### src/aswc_pkg.sv
`timescale 1ns / 1ps
`default_nettype none
// ----------------------------------------------------------------------------
// aswc_pkg
// Shared types and codes of the abort sequence watchdog controller.
// ----------------------------------------------------------------------------
package aswc_pkg;

  localparam int KIND_W  = 3;
  localparam int ID_W    = 8;
  localparam int STATE_W = 3;
  localparam int BITS_W  = 8;
  localparam int LIM_W   = 16;
  localparam int CNT_W   = 17;
  localparam int DATA_W  = 32;
  localparam int ADDR_W  = 4;

  localparam logic [CNT_W-1:0] CNT_MAX = {CNT_W{1'b1}};

  // controller state codes
  localparam logic [STATE_W-1:0] M_WAIT      = 3'd0;
  localparam logic [STATE_W-1:0] M_ACTIVE    = 3'd1;
  localparam logic [STATE_W-1:0] M_STD_ABORT = 3'd2;
  localparam logic [STATE_W-1:0] M_NC_ABORT  = 3'd3;
  localparam logic [STATE_W-1:0] M_FINISHED  = 3'd4;
  localparam logic [STATE_W-1:0] M_CONN_LOSS = 3'd5;

  // event kinds
  localparam logic [KIND_W-1:0] EV_TICK      = 3'd0;
  localparam logic [KIND_W-1:0] EV_HEARTBEAT = 3'd1;
  localparam logic [KIND_W-1:0] EV_CONFIG    = 3'd2;
  localparam logic [KIND_W-1:0] EV_ABORT     = 3'd3;
  localparam logic [KIND_W-1:0] EV_ABORT_END = 3'd4;
  localparam logic [KIND_W-1:0] EV_CLEAR     = 3'd5;
  localparam logic [KIND_W-1:0] EV_COMMAND   = 3'd6;

  // register indexes
  localparam logic [1:0] REG_HB_TIMEOUT = 2'd0;
  localparam logic [1:0] REG_LOSS_GRACE = 2'd1;
  localparam logic [1:0] REG_NC_HOLD    = 2'd2;

  localparam logic [LIM_W-1:0] HB_TIMEOUT_RST = 16'd3000;
  localparam logic [LIM_W-1:0] LOSS_GRACE_RST = 16'd5000;
  localparam logic [LIM_W-1:0] NC_HOLD_RST    = 16'd10000;

  typedef struct packed {
    logic [LIM_W-1:0] hb_timeout;
    logic [LIM_W-1:0] loss_grace;
    logic [LIM_W-1:0] nc_hold;
  } limits_t;

endpackage
`default_nettype wire

### src/aswc_in_if.sv
`timescale 1ns / 1ps
`default_nettype none
// ----------------------------------------------------------------------------
// aswc_in_if
// Event channel: one event transaction with its kind and actuator command.
// ----------------------------------------------------------------------------
interface aswc_in_if;
  logic                          valid;
  logic                          ready;
  logic [aswc_pkg::KIND_W-1:0]   kind;
  logic [aswc_pkg::ID_W-1:0]     act_num;
  logic                          actuator_on;

  modport source (output valid, kind, act_num, actuator_on, input ready);
  modport sink   (input valid, kind, act_num, actuator_on, output ready);
endinterface
`default_nettype wire

### src/aswc_out_if.sv
`timescale 1ns / 1ps
`default_nettype none
// ----------------------------------------------------------------------------
// aswc_out_if
// Result channel: controller state and actuator levels after each event.
// ----------------------------------------------------------------------------
interface aswc_out_if;
  logic                           valid;
  logic                           ready;
  logic [aswc_pkg::STATE_W-1:0]   ctrl_state;
  logic [aswc_pkg::BITS_W-1:0]    actuator_bits;
  logic                           state_changed;

  modport source (output valid, ctrl_state, actuator_bits, state_changed, input ready);
  modport sink   (input valid, ctrl_state, actuator_bits, state_changed, output ready);
endinterface
`default_nettype wire

### src/aswc_cfg_regs.sv
`timescale 1ns / 1ps
`default_nettype none
// ----------------------------------------------------------------------------
// aswc_cfg_regs
// APB-style register file holding the three millisecond limits.
// ----------------------------------------------------------------------------
module aswc_cfg_regs (
  input  wire                          clk,
  input  wire                          rst_n,
  input  wire                          psel,
  input  wire                          penable,
  input  wire                          pwrite,
  input  wire  [aswc_pkg::ADDR_W-1:0]  paddr,
  input  wire  [aswc_pkg::DATA_W-1:0]  pwdata,
  output logic [aswc_pkg::DATA_W-1:0]  prdata,
  output logic                         pready,
  output aswc_pkg::limits_t            limits
);

  aswc_pkg::limits_t lim_r;
  logic              wr_en;
  logic [1:0]        reg_idx;

  assign pready  = 1'b1;
  assign wr_en   = psel && penable && pwrite && pready;
  assign reg_idx = paddr[3:2];
  assign limits  = lim_r;

  always_ff @(posedge clk) begin
    if (!rst_n) begin
      lim_r.hb_timeout <= aswc_pkg::HB_TIMEOUT_RST;
      lim_r.loss_grace <= aswc_pkg::LOSS_GRACE_RST;
      lim_r.nc_hold    <= aswc_pkg::NC_HOLD_RST;
    end else if (wr_en) begin
      case (reg_idx)
        aswc_pkg::REG_HB_TIMEOUT: lim_r.hb_timeout <= pwdata[aswc_pkg::LIM_W-1:0];
        aswc_pkg::REG_LOSS_GRACE: lim_r.loss_grace <= pwdata[aswc_pkg::LIM_W-1:0];
        aswc_pkg::REG_NC_HOLD:    lim_r.nc_hold    <= pwdata[aswc_pkg::LIM_W-1:0];
        default: ;
      endcase
    end
  end

  always_comb begin
    case (reg_idx)
      aswc_pkg::REG_HB_TIMEOUT:
        prdata = {{(aswc_pkg::DATA_W-aswc_pkg::LIM_W){1'b0}}, lim_r.hb_timeout};
      aswc_pkg::REG_LOSS_GRACE:
        prdata = {{(aswc_pkg::DATA_W-aswc_pkg::LIM_W){1'b0}}, lim_r.loss_grace};
      aswc_pkg::REG_NC_HOLD:
        prdata = {{(aswc_pkg::DATA_W-aswc_pkg::LIM_W){1'b0}}, lim_r.nc_hold};
      default:
        prdata = '0;
    endcase
  end

endmodule
`default_nettype wire

### src/aswc_core.sv
`timescale 1ns / 1ps
`default_nettype none
// ----------------------------------------------------------------------------
// aswc_core
// Event register, single-pass state update and result register.
// ----------------------------------------------------------------------------
module aswc_core #(
  parameter int ACTUATOR_COUNT = 8
) (
  input  wire                clk,
  input  wire                rst_n,
  input  aswc_pkg::limits_t  limits,
  aswc_in_if.sink            in_ch,
  aswc_out_if.source         out_ch
);

  localparam int CW = aswc_pkg::CNT_W;

  // event stage
  logic                          in_v_r;
  logic [aswc_pkg::KIND_W-1:0]   kind_r;
  logic [aswc_pkg::ID_W-1:0]     id_r;
  logic                          on_r;

  // controller state
  logic [aswc_pkg::STATE_W-1:0]  mode_r, mode_nxt;
  logic                          seen_r, seen_nxt;
  logic [CW-1:0]                 age_r, age_nxt;
  logic [CW-1:0]                 tim_r, tim_nxt;
  logic [aswc_pkg::BITS_W-1:0]   lev_r, lev_nxt;

  // result stage
  logic                          out_v_r;
  logic [aswc_pkg::STATE_W-1:0]  res_state_r;
  logic [aswc_pkg::BITS_W-1:0]   res_bits_r;
  logic                          res_chg_r;

  logic                          out_adv, in_rdy, step;
  logic [aswc_pkg::STATE_W-1:0]  mode_pkt;
  logic                          lost, id_ok;
  logic [2:0]                    bit_idx;

  assign out_adv     = !out_v_r || out_ch.ready;
  assign in_rdy      = !in_v_r || out_adv;
  assign step        = in_v_r && out_adv;
  assign in_ch.ready = in_rdy;

  assign out_ch.valid         = out_v_r;
  assign out_ch.ctrl_state    = res_state_r;
  assign out_ch.actuator_bits = res_bits_r;
  assign out_ch.state_changed = res_chg_r;

  assign id_ok   = (id_r >= 8'd1) && (id_r <= 8'(ACTUATOR_COUNT));
  assign bit_idx = id_r[2:0] - 3'd1;

  always_comb begin
    age_nxt  = age_r;
    tim_nxt  = tim_r;
    seen_nxt = seen_r;
    lev_nxt  = lev_r;

    case (kind_r)
      aswc_pkg::EV_TICK: begin
        age_nxt = (age_r == aswc_pkg::CNT_MAX) ? age_r : age_r + CW'(1);
        tim_nxt = (tim_r == aswc_pkg::CNT_MAX) ? tim_r : tim_r + CW'(1);
      end
      aswc_pkg::EV_HEARTBEAT: begin
        age_nxt  = '0;
        seen_nxt = 1'b1;
      end
      aswc_pkg::EV_COMMAND: begin
        if ((mode_r inside {aswc_pkg::M_ACTIVE, aswc_pkg::M_STD_ABORT}) && id_ok) begin
          lev_nxt[bit_idx] = on_r;
        end
      end
      default: ;
    endcase

    // packet transitions
    mode_pkt = mode_r;
    case (mode_r)
      aswc_pkg::M_WAIT:
        if (kind_r == aswc_pkg::EV_CONFIG) mode_pkt = aswc_pkg::M_ACTIVE;
      aswc_pkg::M_ACTIVE:
        if (kind_r == aswc_pkg::EV_ABORT) mode_pkt = aswc_pkg::M_STD_ABORT;
      aswc_pkg::M_STD_ABORT:
        if (kind_r == aswc_pkg::EV_ABORT_END) mode_pkt = aswc_pkg::M_FINISHED;
      aswc_pkg::M_FINISHED:
        if (kind_r == aswc_pkg::EV_CLEAR) mode_pkt = aswc_pkg::M_ACTIVE;
      aswc_pkg::M_CONN_LOSS:
        if (kind_r == aswc_pkg::EV_HEARTBEAT) mode_pkt = aswc_pkg::M_ACTIVE;
      default: ;
    endcase
    if (mode_pkt != mode_r) begin
      tim_nxt = '0;
    end

    // timeout rules
    lost     = seen_nxt && (age_nxt > {1'b0, limits.hb_timeout});
    mode_nxt = mode_pkt;
    case (mode_pkt)
      aswc_pkg::M_ACTIVE:
        if (lost) mode_nxt = aswc_pkg::M_CONN_LOSS;
      aswc_pkg::M_STD_ABORT:
        if (lost) mode_nxt = aswc_pkg::M_NC_ABORT;
      aswc_pkg::M_NC_ABORT:
        if (tim_nxt >= {1'b0, limits.nc_hold}) mode_nxt = aswc_pkg::M_FINISHED;
      aswc_pkg::M_CONN_LOSS:
        if (tim_nxt >= {1'b0, limits.loss_grace}) mode_nxt = aswc_pkg::M_NC_ABORT;
      default: ;
    endcase
    if (mode_nxt != mode_pkt) begin
      tim_nxt = '0;
    end
  end

  always_ff @(posedge clk) begin
    if (!rst_n) begin
      in_v_r  <= 1'b0;
      out_v_r <= 1'b0;
      mode_r  <= aswc_pkg::M_WAIT;
      seen_r  <= 1'b0;
      age_r   <= '0;
      tim_r   <= '0;
      lev_r   <= '0;
    end else begin
      if (in_rdy) begin
        in_v_r <= in_ch.valid;
      end
      if (out_adv) begin
        out_v_r <= in_v_r;
      end
      if (step) begin
        mode_r <= mode_nxt;
        seen_r <= seen_nxt;
        age_r  <= age_nxt;
        tim_r  <= tim_nxt;
        lev_r  <= lev_nxt;
      end
    end
  end

  always_ff @(posedge clk) begin
    if (in_rdy && in_ch.valid) begin
      kind_r <= in_ch.kind;
      id_r   <= in_ch.act_num;
      on_r   <= in_ch.actuator_on;
    end
    if (step) begin
      res_state_r <= mode_nxt;
      res_bits_r  <= lev_nxt;
      res_chg_r   <= (mode_nxt != mode_r);
    end
  end

endmodule
`default_nettype wire

### src/abort_sequence_watchdog_controller.sv
`timescale 1ns / 1ps
`default_nettype none
// ----------------------------------------------------------------------------
// abort_sequence_watchdog_controller
// Six-state abort controller with heartbeat watchdog and actuator levels.
//
// Events enter on in_ch (valid/ready); every event transaction yields exactly
// one result transaction on out_ch with the controller state, the actuator
// on/off bits and a flag telling whether the event changed the state.
// The three millisecond limits sit behind the cfg_ APB port at byte
// addresses 0, 4 and 8; pready is tied high.
// An accepted event is held in the event register, and the single-pass state
// update then loads the result register. Throughput is one event per cycle
// while the receiver does not stall, set by that single update.
// When the receiver stalls, the result register holds and the event register
// fills; in_ch.ready drops only when both are occupied.
// Reset clears the state to waiting, both counters, the heartbeat flag and
// all actuator bits, and loads the default limits.
// ----------------------------------------------------------------------------
module abort_sequence_watchdog_controller #(
  parameter int ACTUATOR_COUNT = 8
) (
  input  wire                          clk,
  input  wire                          rst_n,
  input  wire                          cfg_psel,
  input  wire                          cfg_penable,
  input  wire                          cfg_pwrite,
  input  wire  [aswc_pkg::ADDR_W-1:0]  cfg_paddr,
  input  wire  [aswc_pkg::DATA_W-1:0]  cfg_pwdata,
  output logic [aswc_pkg::DATA_W-1:0]  cfg_prdata,
  output logic                         cfg_pready,
  aswc_in_if.sink                      in_ch,
  aswc_out_if.source                   out_ch
);

  aswc_pkg::limits_t limits;

  aswc_cfg_regs u_cfg (
    .clk     (clk),
    .rst_n   (rst_n),
    .psel    (cfg_psel),
    .penable (cfg_penable),
    .pwrite  (cfg_pwrite),
    .paddr   (cfg_paddr),
    .pwdata  (cfg_pwdata),
    .prdata  (cfg_prdata),
    .pready  (cfg_pready),
    .limits  (limits)
  );

  aswc_core #(
    .ACTUATOR_COUNT (ACTUATOR_COUNT)
  ) u_core (
    .clk    (clk),
    .rst_n  (rst_n),
    .limits (limits),
    .in_ch  (in_ch),
    .out_ch (out_ch)
  );

endmodule
`default_nettype wire
### src/flat_wrapper.sv
// flat-port wrapper written by rule: the top's interface ports become plain ports
module abort_sequence_watchdog_controller_flat 
#(
  parameter int ACTUATOR_COUNT = 8
)
  (clk, rst_n, cfg_psel, cfg_penable, cfg_pwrite, cfg_paddr, cfg_pwdata, cfg_prdata, cfg_pready, in_ch_valid, in_ch_kind, in_ch_act_num, in_ch_actuator_on, in_ch_ready, out_ch_valid, out_ch_ctrl_state, out_ch_actuator_bits, out_ch_state_changed, out_ch_ready);
  aswc_in_if in_ch_i ();
  aswc_out_if out_ch_i ();
  input  wire clk;
  input  wire rst_n;
  input  wire cfg_psel;
  input  wire cfg_penable;
  input  wire cfg_pwrite;
  input  wire  [aswc_pkg::ADDR_W-1:0] cfg_paddr;
  input  wire  [aswc_pkg::DATA_W-1:0] cfg_pwdata;
  output logic [aswc_pkg::DATA_W-1:0] cfg_prdata;
  output logic cfg_pready;
  input wire logic [$bits(in_ch_i.valid)-1:0] in_ch_valid;
  input wire logic [$bits(in_ch_i.kind)-1:0] in_ch_kind;
  input wire logic [$bits(in_ch_i.act_num)-1:0] in_ch_act_num;
  input wire logic [$bits(in_ch_i.actuator_on)-1:0] in_ch_actuator_on;
  output wire logic [$bits(in_ch_i.ready)-1:0] in_ch_ready;
  output wire logic [$bits(out_ch_i.valid)-1:0] out_ch_valid;
  output wire logic [$bits(out_ch_i.ctrl_state)-1:0] out_ch_ctrl_state;
  output wire logic [$bits(out_ch_i.actuator_bits)-1:0] out_ch_actuator_bits;
  output wire logic [$bits(out_ch_i.state_changed)-1:0] out_ch_state_changed;
  input wire logic [$bits(out_ch_i.ready)-1:0] out_ch_ready;
  assign in_ch_i.valid = in_ch_valid;
  assign in_ch_i.kind = in_ch_kind;
  assign in_ch_i.act_num = in_ch_act_num;
  assign in_ch_i.actuator_on = in_ch_actuator_on;
  assign in_ch_ready = in_ch_i.ready;
  assign out_ch_valid = out_ch_i.valid;
  assign out_ch_ctrl_state = out_ch_i.ctrl_state;
  assign out_ch_actuator_bits = out_ch_i.actuator_bits;
  assign out_ch_state_changed = out_ch_i.state_changed;
  assign out_ch_i.ready = out_ch_ready;
  abort_sequence_watchdog_controller #(.ACTUATOR_COUNT(ACTUATOR_COUNT)) u_core (.clk(clk), .rst_n(rst_n), .cfg_psel(cfg_psel), .cfg_penable(cfg_penable), .cfg_pwrite(cfg_pwrite), .cfg_paddr(cfg_paddr), .cfg_pwdata(cfg_pwdata), .cfg_prdata(cfg_prdata), .cfg_pready(cfg_pready), .in_ch(in_ch_i), .out_ch(out_ch_i));
endmodule
### config.mk
export PLATFORM = sky130hd
export DESIGN_NAME = abort_sequence_watchdog_controller_flat
export DESIGN_NICKNAME = d
export VERILOG_FILES = /design/src/aswc_pkg.sv /design/src/aswc_in_if.sv /design/src/aswc_out_if.sv /design/src/aswc_cfg_regs.sv /design/src/aswc_core.sv /design/src/abort_sequence_watchdog_controller.sv /design/src/flat_wrapper.sv
export SDC_FILE = /design/constraint.sdc
export NUM_CORES = 1
export LEC_CHECK = 0
export ABC_AREA = 1
export BUFFER_PORTS_ARGS = -buffer_cell sky130_fd_sc_hd__buf_4
export CORE_UTILIZATION = 31
export DETAILED_ROUTE_END_ITERATION = 16
export GPL_ROUTABILITY_DRIVEN = 0
export MAX_ROUTING_LAYER = met4
export PLACE_DENSITY = 0.49
export SETUP_SLACK_MARGIN = 0.1
export SYNTH_ARGS = -nofsm -noshare
export SYNTH_HDL_FRONTEND = slang
export SYNTH_SLANG_ARGS = --single-unit
export TNS_END_PERCENT = 100
### constraint.sdc
create_clock -name clk -period 3.14 [get_ports clk]
set_input_delay 0.628 -clock clk [delete_from_list [all_inputs] [get_ports clk]]
set_output_delay 0.628 -clock clk [all_outputs]
set_load 0.02 [all_outputs]
==> metrics.txt, run 1 <==
status=complete, but fails checks; FF+latch count, synth=120; max-slew violation count=0; n_diodes=0; initial core utilization=31.9%; cells after synthesis=1037; max-cap violations=0; final wirelength=22800 um; nets@finish=between 1k and 1.5k; All-Layer GR Usage=19.4%; Max-slew headroom=a little under half; share of post-route cells with drive strength above 1=roughly a third; HP Start=in_ch_act_num[7]; Final Cell Area=10700 sq um; reg2reg start=u_core.u_core.kind_r[1]$_DFFE_PP_; Skew-Pair Late Insertion Delay=430 ps; TNS Setup=-6460 ps; CP startpoint kind=register; Horiz. Die Dim=158 um; Fin. Hold Viols=0; initial antenna violation count=0; failing checks=setup timing; post-synth top area cell=dfxtp_1; Mapped Avg Cell Area=7.26 sq um; drt drc=0; largest net degree at the start of global routing=74; utilization after layout=45.5%; first-pass GRT wire length=35900 um; First DRT Iteration DRCs=461; Synth Area in Compound Gates=16.7%; Num CTS Buffers=17; CTS Buffer Depth=2; CP Class=register to register; simple-gate share of the synthesized area=between 20% and 30%; Post-synth EDFFs=24; Yosys cell types=49; hold_buf cts=0; Placement Setup Slack=-486 ps; Pleak=4.77 nW; largest family of logic cells by synthesized area=simple AND/OR/NAND/NOR gates; WL/cell=14.4 um; 1st-pass router iterations=5; die height=158 um; worst path cell trace=nor3_4, buf_4, nand2_4, buf_6, nor2_1, mux2i_2, ha_1, a21oi_2, nor2_1, o21ai_1, o211ai_1, nand2_1, nand3_2, nand4_1, nor2_4, nor2_8, buf_12, nand3_1, a21oi_2; Yosys Warn Count=0; R2R setup slack=-330 ps; setup ws final=-328 ps; Via density=roughly 4.7; dpl hpwl=16400 um; post-synthesis mux area share=0.266%; Design Power=4.45 mW; Hold EP=u_core.u_core.id_r[7]$_DFFE_PP_; RSZ-0062 raised after global routing=true; final setup violation count=24; Final Cycle Share=110%; Hold Path Depth=1; Required @ worst endpoint=3500 ps; Post-Syn Area=7530 sq um; Clock Skew=13.0 ps; P&R area growth vs syn=42.7%; crit-path max FO=5; CTS tree=done; CTS clock-pin slew for the worst setup and hold paths=60 ps; Post-DP Area=9360 sq um; post-synthesis adder-cell area fraction=8.81%; htree depth=4; I/O Buffers=66; R2R cell count=19; WP data arrival=roughly 3800 ps; Worst VDD drop=roughly 0.24 mV; pwr dens=414 nW/um^2; vias in the first global route=6874; CP Capture Type=register; main flop type after synthesis=dfxtp_1; async set-reset flop share out of synthesis=0%; final worst path period need=3470 ps; Core Region=23600 sq um; num rows=56; die area=24900 sq um; vias=7402; Ports=102; Slowest-stage cell, CP=edfxtp_1; fmax=288 MHz; Hold Crit Class=input port to register; Seq/Total Area, Yosys=about a third; top-area cell type share of the netlist area=around 26%; gr ovfl total=0; clk sinks=120; CTS Root Cell=clkbuf_16; Routed Antenna Nets=0; top cells by area, synth=dfxtp_1 26%, edfxtp_1 9.6%, nand2_1 9.0%, ha_1 8.8%, inv_1 7.0%; worst flop-to-flop path endpoint=u_core.u_core.tim_r[14]$_SDFFE_PN0P_; worst-margin pin slew=roughly 800 ps; XOR/XNOR Fraction of Synth Area=1.16%; slowest stage delay, CP=490 ps; fillers=2354
## cell usage in the layout, fill, tap and decap left out, types with 15 or more instances in the layout
cell type and n:
buf_4 219, nand2_1 162, inv_1 134, nor2_1 93, dfxtp_1 91, a21oi_1 62, o21ai_0 60, ha_1 47
nand3_1 44, edfxtp_1 24, a21oi_2 22, nand2_2 20, nand3_2 20, o211ai_1 20, clkbuf_16 19, nor2_2 17
nor3_1 17, conb_1 17, nand4_1 15, o221ai_1 15
## logic make-up after synthesis
| group | Yosys count |
|---|---|
| buffers and inverters | 203 |
| and+or+nand+nor | 435 |
| other | 2 |
| adders and majority gates | 53 |
| muxes | 2 |
| DFF | 120 |
| xor gates and xnor gates | 10 |
| AOI/OAI and AO/OA | 212 |
## layer usage
| layer | track usage (%) | routed length, um | up-vias | share of wire, % |
|---|---|---|---|---|
| met4 | 5.69 | 324 | 0 | 1.4 |
| met1 | 25.7 | 11200 | 3396 | 49 |
| met2 | 30.3 | 10600 | 122 | 46 |
| met5 | - | 0 | - | 0 |
| met3 | 3.07 | 651 | 24 | 2.9 |
| li1 | - | - | 3860 | - |
## cells in the mapped netlist (2+ instances only)
master    number
inv_2          6
clkbuf_1      31
a211oi_1      12
conb_1         2
xnor2_1        3
buf_1          4
or2_2          2
a21oi_2       10
nand3_1       62
nor4_1         4
ha_1          53
o211ai_1      20
buf_4         18
a31oi_1        2
nor2_1       114
mux2i_1        2
nand3_4        2
nand4_1       15
inv_1        141
o21ai_0       71
o221ai_1      15
nand2_1      181
nor2_2         5
dfxtp_1       96
nand2_2        5
o21a_1         2
xor2_1         7
a21oi_1       74
nor3_1        25
edfxtp_1      24
nand3_2       11
## worst max path at each step
stage / start / end / slack (ps) / depth (start not counted)
after floorplan: u_core.u_core.tim_r[0]$_SDFFE_PN0P_ / u_core.u_core.out_ch.state_changed$_DFFE_PP_ / 60 / 27
after global placement: u_core.u_core.age_r[0]$_SDFFE_PN0P_ / u_core.u_core.out_ch.state_changed$_DFFE_PP_ / -420 / 24
after detailed placement: u_core.u_core.kind_r[0]$_DFFE_PP_ / u_core.u_core.tim_r[14]$_SDFFE_PN0P_ / -490 / 20
after CTS: u_core.u_core.kind_r[2]$_DFFE_PP_ / u_core.u_core.tim_r[14]$_SDFFE_PN0P_ / -240 / 32
after global routing: u_core.u_core.tim_r[0]$_SDFFE_PN0P_ / u_core.u_core.tim_r[14]$_SDFFE_PN0P_ / -570 / 30
final: u_core.u_core.kind_r[1]$_DFFE_PP_ / u_core.u_core.tim_r[14]$_SDFFE_PN0P_ / -330 / 19
## area by class of cell
class	count	area (sq um)	area share, %
inverter	147	572	5.32
tap	319	399	3.71
sequential	120	2650	24.6
clock inverter	13	131	1.22
timing repair buffer	234	1890	17.5
clock buffer	19	464	4.32
multi-input combinational	729	4650	43.2
## flip-flops by register name, indices dropped and copies added, names as in the netlist, 3 cells and up
name                                cells
u_core.u_core.mode_r                    3
u_core.u_cfg.limits                    48
u_core.u_core.tim_r                    17
u_core.u_core.id_r                      8
u_core.u_core.age_r                    17
u_core.u_core.out_ch.ctrl_state         3
u_core.u_core.kind_r                    3
u_core.u_core.out_ch.actuator_bits      8
u_core.u_core.lev_r                     8
## power by group
part | internal [mW] | switching [mW] | leakage [nW]
Combinational | 0.323 | 0.447 | 3.46
Clock | 1.18 | 0.826 | 0.294
Sequential | 1.64 | 0.0348 | 1.02
## worst max-delay path, delay by kind of cell (launching register included)
kind,cells,cell delay [ps]
muxes,1,270
DFF,1,490
and+or+nand+nor,10,1310
buffers and inverters,3,470
adders and majority gates,1,290
AOI/OAI and AO/OA,4,550
## per-stage QoR
stage	hold WS [ps]	cells
2_1_floorplan	427	1052
3_3_place_gp	436	1528
3_5_place_dp	443	1528
4_1_cts	353	1570
5_1_grt	351	1581
6_report	367	1581
## what timing repair did
action                                  CTS  global route
setup buffers                             8            10
gates cloned                              2             1
hold endpoints to repair                  0             0
pin swaps                                14            30
gates resized for setup                  90            58
endpoints found under the setup margin   24            24
No activity file was read; power rests on OpenSTA's default activity.
==> run 2, diff against run 1 <==
GPL_TIMING_DRIVEN = 0   (was not set)
==> run 2 against run 1 <==
Net effect:
- utilization decreased by 2.2 points
- sequential power about the same
- maximum frequency decreased by 2.5%
- total power decreased by 1.9%
- wire length increased by 7.2%
- sequential cell count unchanged
- critical path type unchanged
- critical path depth increased by 2
- sequential share of layout area increased by 1.4 points
- via count decreased by 0.14%
- register-to-register slack got worse by 90 ps
- global-route usage increased by 1.6 points
- the run still ends with setup timing left
==> metrics.txt, run 2 (synthesized netlist as in run 1, its figures left out) <==
most frequent cells in the layout=164 x nand2_1, 132 x inv_1, 120 x buf_4, 90 x nor2_1, 83 x dfxtp_1; n_diodes=0; crit path launch=u_core.u_core.kind_r[1]$_DFFE_PP_; first-pass GRT wire length=38300 um; fillers=between 2k and 2.5k; worst flop-to-flop path endpoint=u_core.u_core.tim_r[12]$_SDFFE_PN0P_; reg2reg start=u_core.u_core.kind_r[1]$_DFFE_PP_; Horiz. Die Dim=158 um; Hold Path Depth=1; Ports=102; Routed Antenna Nets=0; num rows=56; CTS tree=done; vias=7392; First DRT Iteration DRCs=423; R2R cell count=21; # placed instances=~1.4k; gr ovfl total=0; I/O Buffers=66; WP data arrival=3830 ps; worst-margin pin slew=about 1300 ps; RSZ-0062 raised after global routing=true; worst path cell trace=buf_6, nor3_4, buf_6, nand2_8, buf_6, nor3_4, mux2i_2, ha_1, nand2_1, inv_1, nand4_1, nor2_2, nand3_1, nand3_2, nand4_1, nor2_4, nor2_8, buf_12, buf_12, nand3_2, a21oi_2; slowest stage delay, CP=440 ps; multi-input logic area=around 4700 sq um; 1st-pass router iterations=5; Via density=4.86; largest net degree at the start of global routing=22; CP Capture Type=register; Slowest-stage cell, CP=edfxtp_1; die height=158 um; drt drc=0; CP startpoint kind=register; CP Buf/Inv Count=6; max-slew violation count=0; crit-path max FO=8; WL/cell=around 16 um; Final Cell Area=10200 sq um; Max-slew headroom=13.1%; Largest register FFs=48; utilization after layout=43.3%; R2R setup slack=-420 ps; vias in the first global route=around 7.1k; All-Layer GR Usage=21.0%; Hold Crit Class=input port to register; Clock Skew=12.2 ps; Worst VDD drop=0.241 mV; Reg area=2670 sq um; most common cell after layout, fill and taps aside=nand2_1; final setup violation count=23; initial antenna violation count=0; Critical Path Stages=21; Fin. Hold Viols=0; failing checks=setup timing; Skew-Pair Late Insertion Delay=420 ps; status=complete, but fails checks; Pleak=4.38 nW; P&R area growth vs syn=35.9%; die area=approximately 25000 sq um; nets@finish=1296; dpl hpwl=17700 um; Post-DP Area=8540 sq um; initial core utilization=a little under a third; setup ws final=-418 ps; CTS clock-pin slew for the worst setup and hold paths=60 ps; Final Cycle Share=113%; pwr dens=around 430 nW/um^2; CP Class=register to register; share of post-route cells with drive strength above 1=28.2%; Num CTS Buffers=17; Core Region=23600 sq um; final wirelength=24400 um; Post-Layout Cell Count=1520; clk sinks=120; CTS Root Cell=clkbuf_16; fmax=roughly 280 MHz; CTS Buffer Depth=2; final worst path period need=3560 ps; Post-Route Hold Slack=379 ps; HP Start=in_ch_act_num[5]; htree depth=4; hold_buf cts=0; max-cap violations=0; Top delay family on crit path=simple AND/OR/NAND/NOR gates; Required @ worst endpoint=3420 ps; Crit path top cell by count=buf_6; CP Capture Point=u_core.u_core.tim_r[12]$_SDFFE_PN0P_
run 2: changes by cell type in the layout (fill, tap and decap cells not counted), moves of 4 or more:
cell      before  now
nand3_4       11    7
dfxtp_2        5   10
buf_4        219  120
dfxtp_1       91   83
clkbuf_1       0   30
inv_2          8   13
inv_4          5    1
nor2_4        10   14
nor3_4         3    7
nand3_2       20   24
run 2: worst reg2reg max path, cell delays in order (launching register included):
cell      delay, ps
edfxtp_1        440
buf_6           150
nor3_4          220
buf_6           170
nand2_8         100
buf_6           140
nor3_4          170
mux2i_2         310
ha_1            220
nand2_1          60
inv_1            50
nand4_1         140
nor2_2          190
nand3_1         100
nand3_2         100
nand4_1         200
nor2_4          220
nor2_8           60
buf_12          130
buf_12          130
nand3_2          70
a21oi_2          50
run 2: how the worst min path moves through the flow:
stage                     slack, ps                                end
after floorplan                 430  u_core.u_core.seen_r$_SDFFE_PN0P_
final                           380    u_core.u_core.id_r[5]$_DFFE_PP_
after global routing            360    u_core.u_core.id_r[5]$_DFFE_PP_
after detailed placement        450  u_core.u_core.seen_r$_SDFFE_PN0P_
after CTS                       360    u_core.u_core.id_r[5]$_DFFE_PP_
after global placement          440  u_core.u_core.seen_r$_SDFFE_PN0P_
run 2: metrics by stage:
| stage | setup TNS [ps] | power, mW | setup WS, ps |
|---|---|---|---|
| after floorplan | 0 | 2.12 | 59.8 |
| after detailed placement | -14410 | 2.34 | -716 |
| after global routing | -11610 | 4.56 | -570 |
| after global placement | -14200 | 2.34 | -698 |
| final | -6910 | 4.36 | -418 |
| after CTS | -4760 | 4.36 | -269 |
run 2: power by group:
group / internal [mW] / switching, mW
logic: 0.283 / 0.461
registers: 1.64 / 0.0428
clock network: 1.09 / 0.849
run 2: final cells by class:
cell class | instances | area share [%]
clock buffers | 18 | 4.40
flip-flops and latches | 120 | 26.0
well taps | 319 | 3.90
repair buffers | 117 | 9.42
inverters | 147 | 5.51
clock inverters | 14 | 1.20
multi-input cells | 729 | 46.1
plain buffers | 56 | 3.37
run 2: what timing repair did:
item,in CTS,in global routing
gates cloned,2,0
pin swaps,24,30
resized for setup,124,51
buffers inserted,42,8
setup endpoints to repair,24,34
run 2: layer usage:
layer  track usage (%)  wire length (um)  vias up
li1                  -                 -     3745
met1              26.8             11600     3464
met2              33.9             11300      153
met3              3.45              1030       30
met4              6.47               507        0
met5                 -                 0        -
==> run 3, diff against run 2 <==
CORE_UTILIZATION = 53   (was 31)
PLACE_DENSITY = 0.76   (was 0.49)
==> run 3 against run 2 <==
Net effect:
- the run still ends with setup timing left
- sequential cell count stayed put
- design area shrank 0.90%
- count of clock-buffer cells in the layout is 3 higher
- largest cell class unchanged
==> metrics.txt, run 3 (synthesized netlist as in run 1, its figures left out) <==
slowest stage delay, CP=around 400 ps; Final Cycle Share=118%; gr ovfl total=0; die height=between 100 and 150 um; setup ws final=-558 ps; Num CTS Buffers=17; Skew-Pair Late Insertion Delay=430 ps; hold_buf cts=0; final setup violation count=24; I/O Buffers=66; Max-slew headroom=between 20% and 30%; WL/cell=17.2 um; initial antenna violation count=0; Horiz. Die Dim=roughly 120 um; share of post-route cells with drive strength above 1=29.7%; Hold Crit Class=input port to register; initial core utilization=54.2%; clk sinks=120; crit-path max FO=6; 1st-pass router iterations=5; max-cap violations=0; worst path cell trace=nand2_1, nor2_1, nand2_1, nor2_1, nand2_2, nand3_1, o21ai_0, nor2_4, ha_1, a21oi_1, nor2_1, a211oi_1, nand2_1, nand2_1, nand2_2, nand2_4, nand2_4, nand2_4, nand2_4, nor2_8, buf_6, buf_12, nand3_2, a21oi_2; most frequent cells in the layout=162 x nand2_1, 131 x inv_1, 130 x buf_4, 93 x nor2_1, 81 x dfxtp_1; vias=7956; Post-Layout Cell Count=1394; final wirelength=24000 um; htree depth=4; Pleak=4.42 nW; P&R area growth vs syn=34.7%; vias in the first global route=7360; dpl hpwl=15100 um; worst-margin pin slew=approximately 1200 ps; Fin. Hold Viols=0; max-slew violation count=0; nets@finish=1309; first-pass GRT wire length=35700 um; largest net degree at the start of global routing=22; Top delay family on crit path=simple AND/OR/NAND/NOR gates; final worst path period need=3700 ps; Clock Skew=8.47 ps; die area=14700 sq um; Slowest-stage cell, CP=dfxtp_1; CP Class=register to register; RSZ-0062 raised after global routing=true; failing checks=setup timing; CP startpoint kind=register; Routed Antenna Nets=0; most common cell after layout, fill and taps aside=nand2_1; # placed instances=roughly 1.3k; pwr dens=419 nW/um^2; CTS tree=done; CTS clock-pin slew for the worst setup and hold paths=about 60 ps; First DRT Iteration DRCs=about 840; CP Buf/Inv Count=2; num rows=43; WP data arrival=4050 ps; CTS Root Cell=clkbuf_16; Worst VDD drop=~0.42 mV; All-Layer GR Usage=32.7%; fillers=1021; fmax=~270 MHz; n_diodes=0; Via density=5.71; CP Capture Type=register; Post-Route Hold Slack=about 380 ps; CTS Buffer Depth=2; Required @ worst endpoint=3490 ps; drt drc=0; Core Region=13900 sq um; Ports=102; Largest register FFs=between 40 and 50; status=complete, but fails checks
## run 3: final cells by class
type / instances / area (sq um) / share of cell area [%]
Sequential cell: 120 / 2670 / 26.4
Clock buffer: 21 / 450 / 4.44
Inverter: 147 / 564 / 5.56
Tap cell: 180 / 225 / 2.22
Timing Repair Buffer: 129 / 1060 / 10.4
Clock inverter: 11 / 82.6 / 0.814
Multi-Input combinational cell: 730 / 4750 / 46.8
Buffer: 56 / 342 / 3.37
## run 3: per-layer routing
layer / GRT usage (%) / vias to the layer above / wire length, um
met4: 15.3 / 0 / 862
met5: - / - / 0
met1: 38.8 / 3667 / 9470
li1: - / 3780 / -
met3: 6.48 / 85 / 2170
met2: 53.3 / 424 / 11500
## run 3: final timing paths
check                                                          start                                   end  slack [ps]  cells after the start
worst min-delay path                                   in_ch_kind[1]     u_core.u_core.kind_r[1]$_DFFE_PP_         380                      1
worst max-delay path            u_core.u_core.tim_r[10]$_SDFFE_PN0P_  u_core.u_core.tim_r[13]$_SDFFE_PN0P_        -560                     24
worst max register to register  u_core.u_core.tim_r[10]$_SDFFE_PN0P_  u_core.u_core.tim_r[13]$_SDFFE_PN0P_        -560                     24
worst min register to register     u_core.u_core.seen_r$_SDFFE_PN0P_     u_core.u_core.seen_r$_SDFFE_PN0P_         460                      2
## run 3: repair_timing
| item | CTS | global route |
|---|---|---|
| setup buffers | 51 | 11 |
| endpoints found under the setup margin | 24 | 24 |
| resized for setup | 132 | 63 |
| pin swaps | 47 | 46 |
| gates cloned | 2 | 1 |
## run 3: power breakdown
group | total (mW) | switching (mW) | internal, mW
clock network | 1.81 | 0.716 | 1.09
logic | 0.758 | 0.469 | 0.288
registers | 1.69 | 0.0459 | 1.64
total | 4.25 | 1.23 | 3.02
## run 3: per-stage QoR
step / power (mW) / TNS (ps) / setup WS [ps] / area [sq um] / util, %
detailed placement: 2.32 / -11440 / -582 / 8360 / 60.2
floorplan: 2.12 / 0 / 59.8 / 7640 / -
finish: 4.25 / -11170 / -558 / 10100 / 73.1
global route: 4.38 / -16670 / -826 / 10100 / 73.1
CTS: 4.19 / -3760 / -225 / 9800 / 70.6
global placement: 2.31 / -10300 / -531 / 8360 / 60.2
